===== config.mk =====
export PLATFORM = sky130hd
export DESIGN_NAME = chacha20_stream_cipher_top
export DESIGN_NICKNAME = d
export VERILOG_FILES = /design/src/cc20_pkg.sv /design/src/cc20_datapath.sv /design/src/cc20_ctrl.sv /design/src/chacha20_stream_cipher_top.sv
export VERILOG_INCLUDE_DIRS = /design/src /design/src/src
export SDC_FILE = /design/constraint.sdc
export NUM_CORES = 2
export LEC_CHECK = 0
export BUFFER_PORTS_ARGS = -buffer_cell sky130_fd_sc_hd__buf_2
export CORE_UTILIZATION = 30
export CTS_CLUSTER_DIAMETER = 100
export DETAILED_ROUTE_END_ITERATION = 6
export PLACE_DENSITY_LB_ADDON = 0.25
export SYNTH_ARGS = -nofsm -noshare
export SYNTH_HDL_FRONTEND = slang
export SYNTH_SLANG_ARGS = --single-unit
export TNS_END_PERCENT = 1

===== constraint.sdc =====
create_clock -name clk -period 68.1 [get_ports clk]
set_input_delay 17.025 -clock clk [delete_from_list [all_inputs] [get_ports clk]]
set_output_delay 17.025 -clock clk [all_outputs]
set_load 0.03 [all_outputs]

===== src/chacha20_stream_cipher_top_defines.svh =====
// ----------------------------------------------------------------------------
// chacha20_stream_cipher_top_defines
// Assertion macros shared by the cipher modules.
// ----------------------------------------------------------------------------
`ifndef CHACHA20_STREAM_CIPHER_TOP_DEFINES_SVH
`define CHACHA20_STREAM_CIPHER_TOP_DEFINES_SVH

// Assert that a condition implies a consequence on the next clock
`define CC_ASSERT_NEXT(lbl, clk, rst_n, cond, cons, msg) \
  lbl: assert property (@(posedge clk) disable iff (!rst_n) (cond) |=> (cons)) \
    else $error(msg);

// Assert that a condition implies a consequence in the same clock
`define CC_ASSERT_NOW(lbl, clk, rst_n, cond, cons, msg) \
  lbl: assert property (@(posedge clk) disable iff (!rst_n) (cond) |-> (cons)) \
    else $error(msg);

`endif


===== src/cc20_pkg.sv =====
// ----------------------------------------------------------------------------
// cc20_pkg
// Shared types and constants for the ChaCha20 stream cipher.
// ----------------------------------------------------------------------------
package cc20_pkg;

  localparam logic [31:0] SIGMA0 = 32'h61707865;
  localparam logic [31:0] SIGMA1 = 32'h3320646e;
  localparam logic [31:0] SIGMA2 = 32'h79622d32;
  localparam logic [31:0] SIGMA3 = 32'h6b206574;

  localparam int QR_PER_BLOCK = 80;

  localparam logic [2:0] REG_KEY_LO    = 3'd0;
  localparam logic [2:0] REG_KEY_MIDLO = 3'd1;
  localparam logic [2:0] REG_KEY_MIDHI = 3'd2;
  localparam logic [2:0] REG_KEY_HI    = 3'd3;
  localparam logic [2:0] REG_NONCE_LO  = 3'd4;
  localparam logic [2:0] REG_NONCE_HI  = 3'd5;
  localparam logic [2:0] REG_START_CTR = 3'd6;

  typedef enum logic [2:0] {
    ST_IDLE,
    ST_LOAD,
    ST_ROUND,
    ST_FINAL,
    ST_OUT
  } state_t;

  typedef struct packed {
    logic load;     // load initial state
    logic qr;       // run one quarter round
    logic [6:0] qr_idx;
    logic finish;   // add input state back in
    logic emit;     // produce output byte
  } cmd_t;

  // Word indexes a,b,c,d for quarter round slot 0..7 of a double round
  function automatic logic [15:0] qr_sel(input logic [2:0] slot);
    logic [15:0] r;
    case (slot)
      3'd0: r = {4'd12, 4'd8, 4'd4, 4'd0};
      3'd1: r = {4'd13, 4'd9, 4'd5, 4'd1};
      3'd2: r = {4'd14, 4'd10, 4'd6, 4'd2};
      3'd3: r = {4'd15, 4'd11, 4'd7, 4'd3};
      3'd4: r = {4'd15, 4'd10, 4'd5, 4'd0};
      3'd5: r = {4'd12, 4'd11, 4'd6, 4'd1};
      3'd6: r = {4'd13, 4'd8, 4'd7, 4'd2};
      default: r = {4'd14, 4'd9, 4'd4, 4'd3};
    endcase
    return r;
  endfunction

endpackage


===== src/cc20_datapath.sv =====
// ----------------------------------------------------------------------------
// cc20_datapath
// State words, quarter-round unit, keystream store and byte output register.
// ----------------------------------------------------------------------------
`include "chacha20_stream_cipher_top_defines.svh"

module cc20_datapath (
  input  logic             clk,
  input  logic             rst_n,
  input  cc20_pkg::cmd_t   cmd,
  input  logic [255:0]     key,
  input  logic [95:0]      nonce,
  input  logic [31:0]      counter,
  input  logic [5:0]       pos,
  input  logic [7:0]       data_in,
  input  logic             last_in,
  output logic [7:0]       out_byte,
  output logic             out_last
);

  logic [31:0] mix_r [16];
  logic [31:0] init_r [16];
  logic [31:0] ks_r [16];
  logic [7:0]  out_byte_r;
  logic        out_last_r;

  logic [15:0] sel;
  logic [3:0]  ia, ib, ic, id;
  logic [31:0] a0, b0, c0, d0, a1, b1, c1, d1, a2, b2, c2, d2;
  logic [31:0] ks_word;

  assign sel = cc20_pkg::qr_sel(cmd.qr_idx[2:0]);
  assign ia = sel[3:0];
  assign ib = sel[7:4];
  assign ic = sel[11:8];
  assign id = sel[15:12];

  always_comb begin
    a0 = mix_r[ia] + mix_r[ib];
    d0 = mix_r[id] ^ a0;
    d0 = {d0[15:0], d0[31:16]};
    c0 = mix_r[ic] + d0;
    b0 = mix_r[ib] ^ c0;
    b0 = {b0[19:0], b0[31:20]};
    a1 = a0 + b0;
    d1 = d0 ^ a1;
    d1 = {d1[23:0], d1[31:24]};
    c1 = c0 + d1;
    b1 = b0 ^ c1;
    b1 = {b1[24:0], b1[31:25]};
    a2 = a1; b2 = b1; c2 = c1; d2 = d1;
  end

  always_ff @(posedge clk) begin
    if (cmd.load) begin
      init_r[0] <= cc20_pkg::SIGMA0;
      init_r[1] <= cc20_pkg::SIGMA1;
      init_r[2] <= cc20_pkg::SIGMA2;
      init_r[3] <= cc20_pkg::SIGMA3;
      mix_r[0]  <= cc20_pkg::SIGMA0;
      mix_r[1]  <= cc20_pkg::SIGMA1;
      mix_r[2]  <= cc20_pkg::SIGMA2;
      mix_r[3]  <= cc20_pkg::SIGMA3;
      for (int i = 0; i < 8; i++) begin
        init_r[4+i] <= key[32*i +: 32];
        mix_r[4+i]  <= key[32*i +: 32];
      end
      init_r[12] <= counter;
      mix_r[12]  <= counter;
      for (int i = 0; i < 3; i++) begin
        init_r[13+i] <= nonce[32*i +: 32];
        mix_r[13+i]  <= nonce[32*i +: 32];
      end
    end else if (cmd.qr) begin
      mix_r[ia] <= a2;
      mix_r[ib] <= b2;
      mix_r[ic] <= c2;
      mix_r[id] <= d2;
    end
    if (cmd.finish) begin
      for (int i = 0; i < 16; i++) ks_r[i] <= mix_r[i] + init_r[i];
    end
  end

  assign ks_word = ks_r[pos[5:2]];

  always_ff @(posedge clk) begin
    if (cmd.emit) begin
      out_byte_r <= data_in ^ ks_word[8*pos[1:0] +: 8];
      out_last_r <= last_in;
    end
  end

  assign out_byte = out_byte_r;
  assign out_last = out_last_r;

  `CC_ASSERT_NOW(a_excl, clk, rst_n, cmd.load, !cmd.qr && !cmd.emit, "load overlaps work")
  `CC_ASSERT_NOW(a_fin, clk, rst_n, cmd.finish, !cmd.qr && !cmd.load, "finish overlaps round")
  `CC_ASSERT_NEXT(a_lastcopy, clk, rst_n, cmd.emit, out_last == $past(last_in), "last not held")

endmodule


===== src/cc20_ctrl.sv =====
// ----------------------------------------------------------------------------
// cc20_ctrl
// Sequencer: block generation, byte position, counter and handshakes.
// ----------------------------------------------------------------------------
`include "chacha20_stream_cipher_top_defines.svh"

module cc20_ctrl (
  input  logic             clk,
  input  logic             rst_n,
  input  logic             in_tvalid,
  output logic             in_tready,
  input  logic             in_last,
  output logic             out_tvalid,
  input  logic             out_tready,
  input  logic [31:0]      start_counter,
  output cc20_pkg::cmd_t   cmd,
  output logic [31:0]      counter,
  output logic [5:0]       pos
);

  cc20_pkg::state_t state_r, state_nxt;
  logic [6:0]  qr_r, qr_nxt;
  logic [5:0]  pos_r, pos_nxt;
  logic [31:0] ctr_r, ctr_nxt;
  logic        mstart_r, mstart_nxt;
  logic        ovalid_r, ovalid_nxt;
  logic        last_hold_r, last_hold_nxt;
  logic        accept;

  // accept only with a fresh output slot; one item in work at a time
  assign in_tready = (state_r == cc20_pkg::ST_IDLE) && (!ovalid_r || out_tready);
  assign accept = in_tvalid && in_tready;
  assign out_tvalid = ovalid_r;
  assign counter = mstart_r ? start_counter : ctr_r;
  assign pos = pos_r;

  always_comb begin
    state_nxt = state_r;
    unique case (state_r)
      cc20_pkg::ST_IDLE:  if (accept) state_nxt = (pos_r == '0) ? cc20_pkg::ST_LOAD
                                                             : cc20_pkg::ST_OUT;
      cc20_pkg::ST_LOAD:  state_nxt = cc20_pkg::ST_ROUND;
      cc20_pkg::ST_ROUND: if (qr_r == 7'(cc20_pkg::QR_PER_BLOCK - 1))
                            state_nxt = cc20_pkg::ST_FINAL;
      cc20_pkg::ST_FINAL: state_nxt = cc20_pkg::ST_OUT;
      cc20_pkg::ST_OUT:   state_nxt = cc20_pkg::ST_IDLE;
      default:            state_nxt = cc20_pkg::ST_IDLE;
    endcase
  end

  always_comb begin
    cmd = '0;
    cmd.qr_idx = qr_r;
    unique case (state_r)
      cc20_pkg::ST_LOAD:  cmd.load = 1'b1;
      cc20_pkg::ST_ROUND: cmd.qr = 1'b1;
      cc20_pkg::ST_FINAL: cmd.finish = 1'b1;
      cc20_pkg::ST_OUT:   cmd.emit = 1'b1;
      default:            ;
    endcase
  end

  always_comb begin
    qr_nxt = (state_r == cc20_pkg::ST_ROUND) ? qr_r + 7'd1 : '0;
    pos_nxt = pos_r;
    ctr_nxt = ctr_r;
    mstart_nxt = mstart_r;
    last_hold_nxt = accept ? in_last : last_hold_r;
    ovalid_nxt = ovalid_r;
    if (ovalid_r && out_tready) ovalid_nxt = 1'b0;
    if (state_r == cc20_pkg::ST_LOAD) begin
      ctr_nxt = counter + 32'd1;
      mstart_nxt = 1'b0;
    end
    if (state_r == cc20_pkg::ST_OUT) begin
      ovalid_nxt = 1'b1;
      if (last_hold_r) begin
        pos_nxt = '0;
        mstart_nxt = 1'b1;
      end else begin
        pos_nxt = pos_r + 6'd1;
      end
    end
  end

  always_ff @(posedge clk) begin
    if (!rst_n) begin
      state_r <= cc20_pkg::ST_IDLE;
      qr_r <= '0;
      pos_r <= '0;
      ctr_r <= '0;
      mstart_r <= 1'b1;
      ovalid_r <= 1'b0;
      last_hold_r <= 1'b0;
    end else begin
      state_r <= state_nxt;
      qr_r <= qr_nxt;
      pos_r <= pos_nxt;
      ctr_r <= ctr_nxt;
      mstart_r <= mstart_nxt;
      ovalid_r <= ovalid_nxt;
      last_hold_r <= last_hold_nxt;
    end
  end

  `CC_ASSERT_NEXT(a_hold, clk, rst_n, out_tvalid && !out_tready, out_tvalid, "result dropped")
  `CC_ASSERT_NOW(a_qr, clk, rst_n, state_r == cc20_pkg::ST_ROUND,
                 qr_r < 7'(cc20_pkg::QR_PER_BLOCK), "round count overrun")
  `CC_ASSERT_NEXT(a_emit, clk, rst_n, state_r == cc20_pkg::ST_OUT, out_tvalid, "no result")

endmodule


===== src/chacha20_stream_cipher_top.sv =====
// ----------------------------------------------------------------------------
// chacha20_stream_cipher_top
// ChaCha20 (RFC 8439) byte stream cipher with stream ports.
// ----------------------------------------------------------------------------
// Each input byte is XORed with the keystream; a set tlast ends the message
// and the next one restarts at start_counter. A byte inside a block goes from
// idle to the output state and back before the next accept. The first byte
// of each 64-byte block also waits for the single quarter-round unit running
// 80 quarter rounds one per cycle. Key and nonce are sampled at block start.
module chacha20_stream_cipher_top (
  input  logic        clk,
  input  logic        rst_n,
  input  logic        in_tvalid,
  output logic        in_tready,
  input  logic [7:0]  in_tdata,   // data_byte
  input  logic        in_tlast,
  output logic        out_tvalid,
  input  logic        out_tready,
  output logic [7:0]  out_tdata,  // out_byte
  output logic        out_tlast,
  input  logic        cfg_we,
  input  logic [2:0]  cfg_addr,
  input  logic [63:0] cfg_wdata
);

  logic [63:0] key_lo_r, key_midlo_r, key_midhi_r, key_hi_r, nonce_lo_r;
  logic [31:0] nonce_hi_r, start_ctr_r;
  logic [7:0]  data_r;
  logic        last_r;
  cc20_pkg::cmd_t cmd;
  logic [31:0] counter;
  logic [5:0]  pos;

  always_ff @(posedge clk) begin
    if (!rst_n) begin
      key_lo_r <= '0; key_midlo_r <= '0; key_midhi_r <= '0; key_hi_r <= '0;
      nonce_lo_r <= '0; nonce_hi_r <= '0; start_ctr_r <= '0;
    end else if (cfg_we) begin
      unique case (cfg_addr)
        cc20_pkg::REG_KEY_LO:    key_lo_r <= cfg_wdata;
        cc20_pkg::REG_KEY_MIDLO: key_midlo_r <= cfg_wdata;
        cc20_pkg::REG_KEY_MIDHI: key_midhi_r <= cfg_wdata;
        cc20_pkg::REG_KEY_HI:    key_hi_r <= cfg_wdata;
        cc20_pkg::REG_NONCE_LO:  nonce_lo_r <= cfg_wdata;
        cc20_pkg::REG_NONCE_HI:  nonce_hi_r <= cfg_wdata[31:0];
        cc20_pkg::REG_START_CTR: start_ctr_r <= cfg_wdata[31:0];
        default:                 key_lo_r <= key_lo_r;
      endcase
    end
  end

  always_ff @(posedge clk) begin
    if (in_tvalid && in_tready) begin
      data_r <= in_tdata;
      last_r <= in_tlast;
    end
  end

  cc20_ctrl u_ctrl (
    .clk, .rst_n, .in_tvalid, .in_tready, .in_last(in_tlast),
    .out_tvalid, .out_tready, .start_counter(start_ctr_r),
    .cmd, .counter, .pos
  );

  cc20_datapath u_dp (
    .clk, .rst_n, .cmd,
    .key({key_hi_r, key_midhi_r, key_midlo_r, key_lo_r}),
    .nonce({nonce_hi_r, nonce_lo_r}),
    .counter, .pos, .data_in(data_r), .last_in(last_r),
    .out_byte(out_tdata), .out_last(out_tlast)
  );

endmodule

==> flow_summary.toml <==
[synthesis]
syn_nets = 9184
post_synth_mux_area_share_pct = 8.00
synth_area_leader = "sky130_fd_sc_hd__edfxtp_1"
post_synth_main_area_contributors = "sky130_fd_sc_hd__edfxtp_1 (44%), sky130_fd_sc_hd__dfxtp_1 (8.9%), sky130_fd_sc_hd__mux4_2 (6.7%)"
synthAdderAreaFrac_pct = 6.79
netlist_top_cells_count = "sky130_fd_sc_hd__edfxtp_1 (1426), sky130_fd_sc_hd__nand2_1 (1416), sky130_fd_sc_hd__o21ai_0 (577), sky130_fd_sc_hd__ha_1 (508), sky130_fd_sc_hd__xnor2_1 (453)"
synth_compound_area_share_pct = 13.3
yosys.area.top_type_share_pct = 43.6
largest_family_of_logic_cells_by_synthesized_area = "compound AO/OA/AOI/OAI gates"
synth-seq-cells = 1865
sequential_element_share_of_the_synthesized_area_pct = 52.5
postSynthAreaPerCell_sq_um = 11.5
number_of_cells_produced_by_synthesis = 8579
number_of_distinct_library_cells_after_synthesis = 88
synth_xor_area_share_pct = 6.51
post_synth_instance_area_sq_um = 98300
synth_ff_type = "sky130_fd_sc_hd__edfxtp_1"
yosysWarningCount = 0
synth.most_common_cell = "sky130_fd_sc_hd__edfxtp_1"
synth-async-reset-ratio_pct = 0
synth-edff-count = 1426
synth_simple_gate_area_share_pct = 10.6

[grt]
antenna_found_initial = 69
gr-total-overflow = 0
first_global_vias = 67610
grt_pass1_wl_microns = 531000
grt_max_degree = 111
grtUsageTotal_pct = 22.9

[setup_path]
worstSetupPathType = "in2out"
worst_setup_path_end_kind = "output pin"
rr_endpoint = "u_dp.mix_r[6][2]$_DFFE_PP_"
timing.critical_path.from_type = "primary input"
crit_arrival_ns = 17.76
regToRegSetupSlack_ns = 48.61
required_ns = 51.08
worst_r2r_startpoint = "u_ctrl.qr_r[0]$_SDFF_PN0_"
critical_path_peak_fanout = 2
reg2reg_depth = 51

[finish]
drive_gt1_share_pct = 11.8
utilization_pct = 34.4
synthToLayoutAreaGrowth_pct = 13.7
count_of_fill_cells_added_during_filler_insertion = 31979
final_stage_net_count = 9334

[timing]
postLayoutSetupSlackWorst_ns = 33.32
setup-tns-final_ns = 0
max_freq_ghz = 0.0287
setup_viol = 0
layout_worst_path_cycle_share_pct = 51.1
finalHoldViolCount = 0
grt_setup_unrepaired = "false"
fin_skew_ns = 0.114
timing.final.crit_period_ns = 34.78
slew_headroom_pct = 9.98
timing_worst_slew_pin_value_ns = 1.34
drv_slew = 0

[outcome]
run_status = "finished clean"

[placement]
finalWeightedCongestion = 0.952
pre_cts_ws_ns = 33.28
portBuffers = 91
dp_hpwl_microns = 296000

[drt]
drt-initial-drc-count = 8414
routed-via-count = 71277
first_pass_iters = 6
routedWlPerCell_microns = 29.2
drc = 0
average_via_count_per_standard_cell = 5.38
antenna_violating_nets_post_route = 0
finalWirelength_microns = 387000

[min_path]
hold_path_class = "reg2reg"
min_path_cells = 0
worst_hold_path.endpoint = "u_dp.init_r[1][95]$_DFFE_PP_"
hold_path.startpoint = "key_hi_r[31]$_SDFFE_PN0P_"

[floorplan]
design.core.area_sq_um = 325000
initial_utilization_pct = 30.2
core.rowCount = 209
dieHeight_microns = 574
top_level_ports = 92
fp.dieArea_sq_um = 330000
die-width_microns = 574

[clock_tree]
clk_pin_slew_ns = 0.06
tritoncts_clock_tree = "built"
cts-root-buf = "sky130_fd_sc_hd__clkbuf_16"
cts.sinks = 1865
post_cts.resized_instances = 0
cts_hold_buf = 0
cts_made_buffers = 212
clock_path_buffers = 4
insertion_delay_ns = 0.96
cts.repair_timing.setup_buffer_count = 0
htree_levels = 4

[run]
max-cap-violations = 0
==> cell type report <==
type,instances,area (sq um),share of cell area [%]
Clock inverter,88,1020,0.909
Antenna cell,11,27.5,0.0246
Inverter,278,1050,0.941
Clock buffer,308,6170,5.52
Multi-Input combinational cell,6132,44800,40.1
Timing Repair Buffer,240,1620,1.45
Tap cell,4325,5410,4.84
Sequential cell,1865,51600,46.2
==> worst max path at each step <==
stage | cells after the start | slack, ns | to | start
floorplan | 2 | 33.04 | in_tready | out_tready
global placement | 4 | 33.24 | in_tready | out_tready
detailed placement | 4 | 33.28 | in_tready | out_tready
CTS | 4 | 33.28 | in_tready | out_tready
global route | 4 | 33.16 | in_tready | out_tready
finish | 4 | 33.32 | in_tready | out_tready
==> stage by stage <==
stage	instances	cell area (sq um)	hold WS, ns
2_1_floorplan	8579	98300	0.400
3_5_place_dp	12840	105000	0.412
6_report	13247	112000	0.406
3_3_place_gp	12840	105000	0.402
4_1_cts	13236	112000	0.392
5_1_grt	13239	112000	0.416
==> layout by cell type, fill, tap and decap left out, types with 33 or more instances in the layout <==
cell type / instances
sky130_fd_sc_hd__a31oi_1: 39
sky130_fd_sc_hd__mux2_2: 74
sky130_fd_sc_hd__edfxtp_1: 1426
sky130_fd_sc_hd__nor2b_1: 67
sky130_fd_sc_hd__clkinv_2: 34
sky130_fd_sc_hd__buf_4: 146
sky130_fd_sc_hd__xnor2_1: 443
sky130_fd_sc_hd__inv_1: 275
sky130_fd_sc_hd__and2_1: 56
sky130_fd_sc_hd__clkbuf_1: 55
sky130_fd_sc_hd__nand2_1: 1394
sky130_fd_sc_hd__xor2_1: 254
sky130_fd_sc_hd__a21oi_1: 414
sky130_fd_sc_hd__and3_1: 61
sky130_fd_sc_hd__a211oi_1: 39
sky130_fd_sc_hd__nand2b_1: 74
sky130_fd_sc_hd__nand3_1: 110
sky130_fd_sc_hd__dfxtp_1: 433
sky130_fd_sc_hd__nor3_1: 79
sky130_fd_sc_hd__clkbuf_8: 33
sky130_fd_sc_hd__o211ai_1: 33
sky130_fd_sc_hd__o21ai_0: 575
sky130_fd_sc_hd__a21o_1: 181
sky130_fd_sc_hd__o21a_1: 62
sky130_fd_sc_hd__mux2i_1: 48
sky130_fd_sc_hd__mux4_2: 291
sky130_fd_sc_hd__buf_2: 90
sky130_fd_sc_hd__ha_1: 508
sky130_fd_sc_hd__nor2_1: 418
sky130_fd_sc_hd__o21bai_1: 80
sky130_fd_sc_hd__clkbuf_16: 220
sky130_fd_sc_hd__nand4_1: 35
sky130_fd_sc_hd__a21boi_0: 403
==> sequential cells by signal, indices dropped and copies added (netlist names), 64 cells and up, named ones only <==
register     cells
key_hi_r        64
u_dp.ks_r      512
nonce_lo_r      64
u_dp.init_r    384
u_dp.mix_r     512
key_midlo_r     64
key_lo_r        64
key_midhi_r     64
==> critical path: stages <==
cell	delay (ns)
sky130_fd_sc_hd__buf_2	0.08
sky130_fd_sc_hd__nor2b_1	0.05
sky130_fd_sc_hd__nor4_1	0.31
sky130_fd_sc_hd__buf_2	0.29
==> cells by family (layout without fill, tap and decap cells) <==
| family | count (synthesis) | count (layout) |
|---|---|---|
| compound gates | 2048 | 2048 |
| xor+xnor | 720 | 720 |
| fa+ha+maj | 524 | 524 |
| buf+inv | 582 | 914 |
| flops | 1865 | 1865 |
| mux | 413 | 413 |
| other cells | 0 | 11 |
| simple gates | 2427 | 2427 |
==> per-layer routing <==
| layer | vias up | global-route usage, % | routed length (microns) | share of wire (%) |
|---|---|---|---|---|
| met3 | 520 | 3.89 | 30900 | 8.0 |
| met5 | - | 0 | 101 | 0.026 |
| li1 | 31800 | - | - | - |
| met2 | 3011 | 35.9 | 172000 | 45 |
| met1 | 35934 | 31.9 | 170000 | 44 |
| met4 | 12 | 7.56 | 14100 | 3.6 |
Power is not shown: default switching activity piles up to over one toggle a cycle in this logic, so the estimate is an artifact.
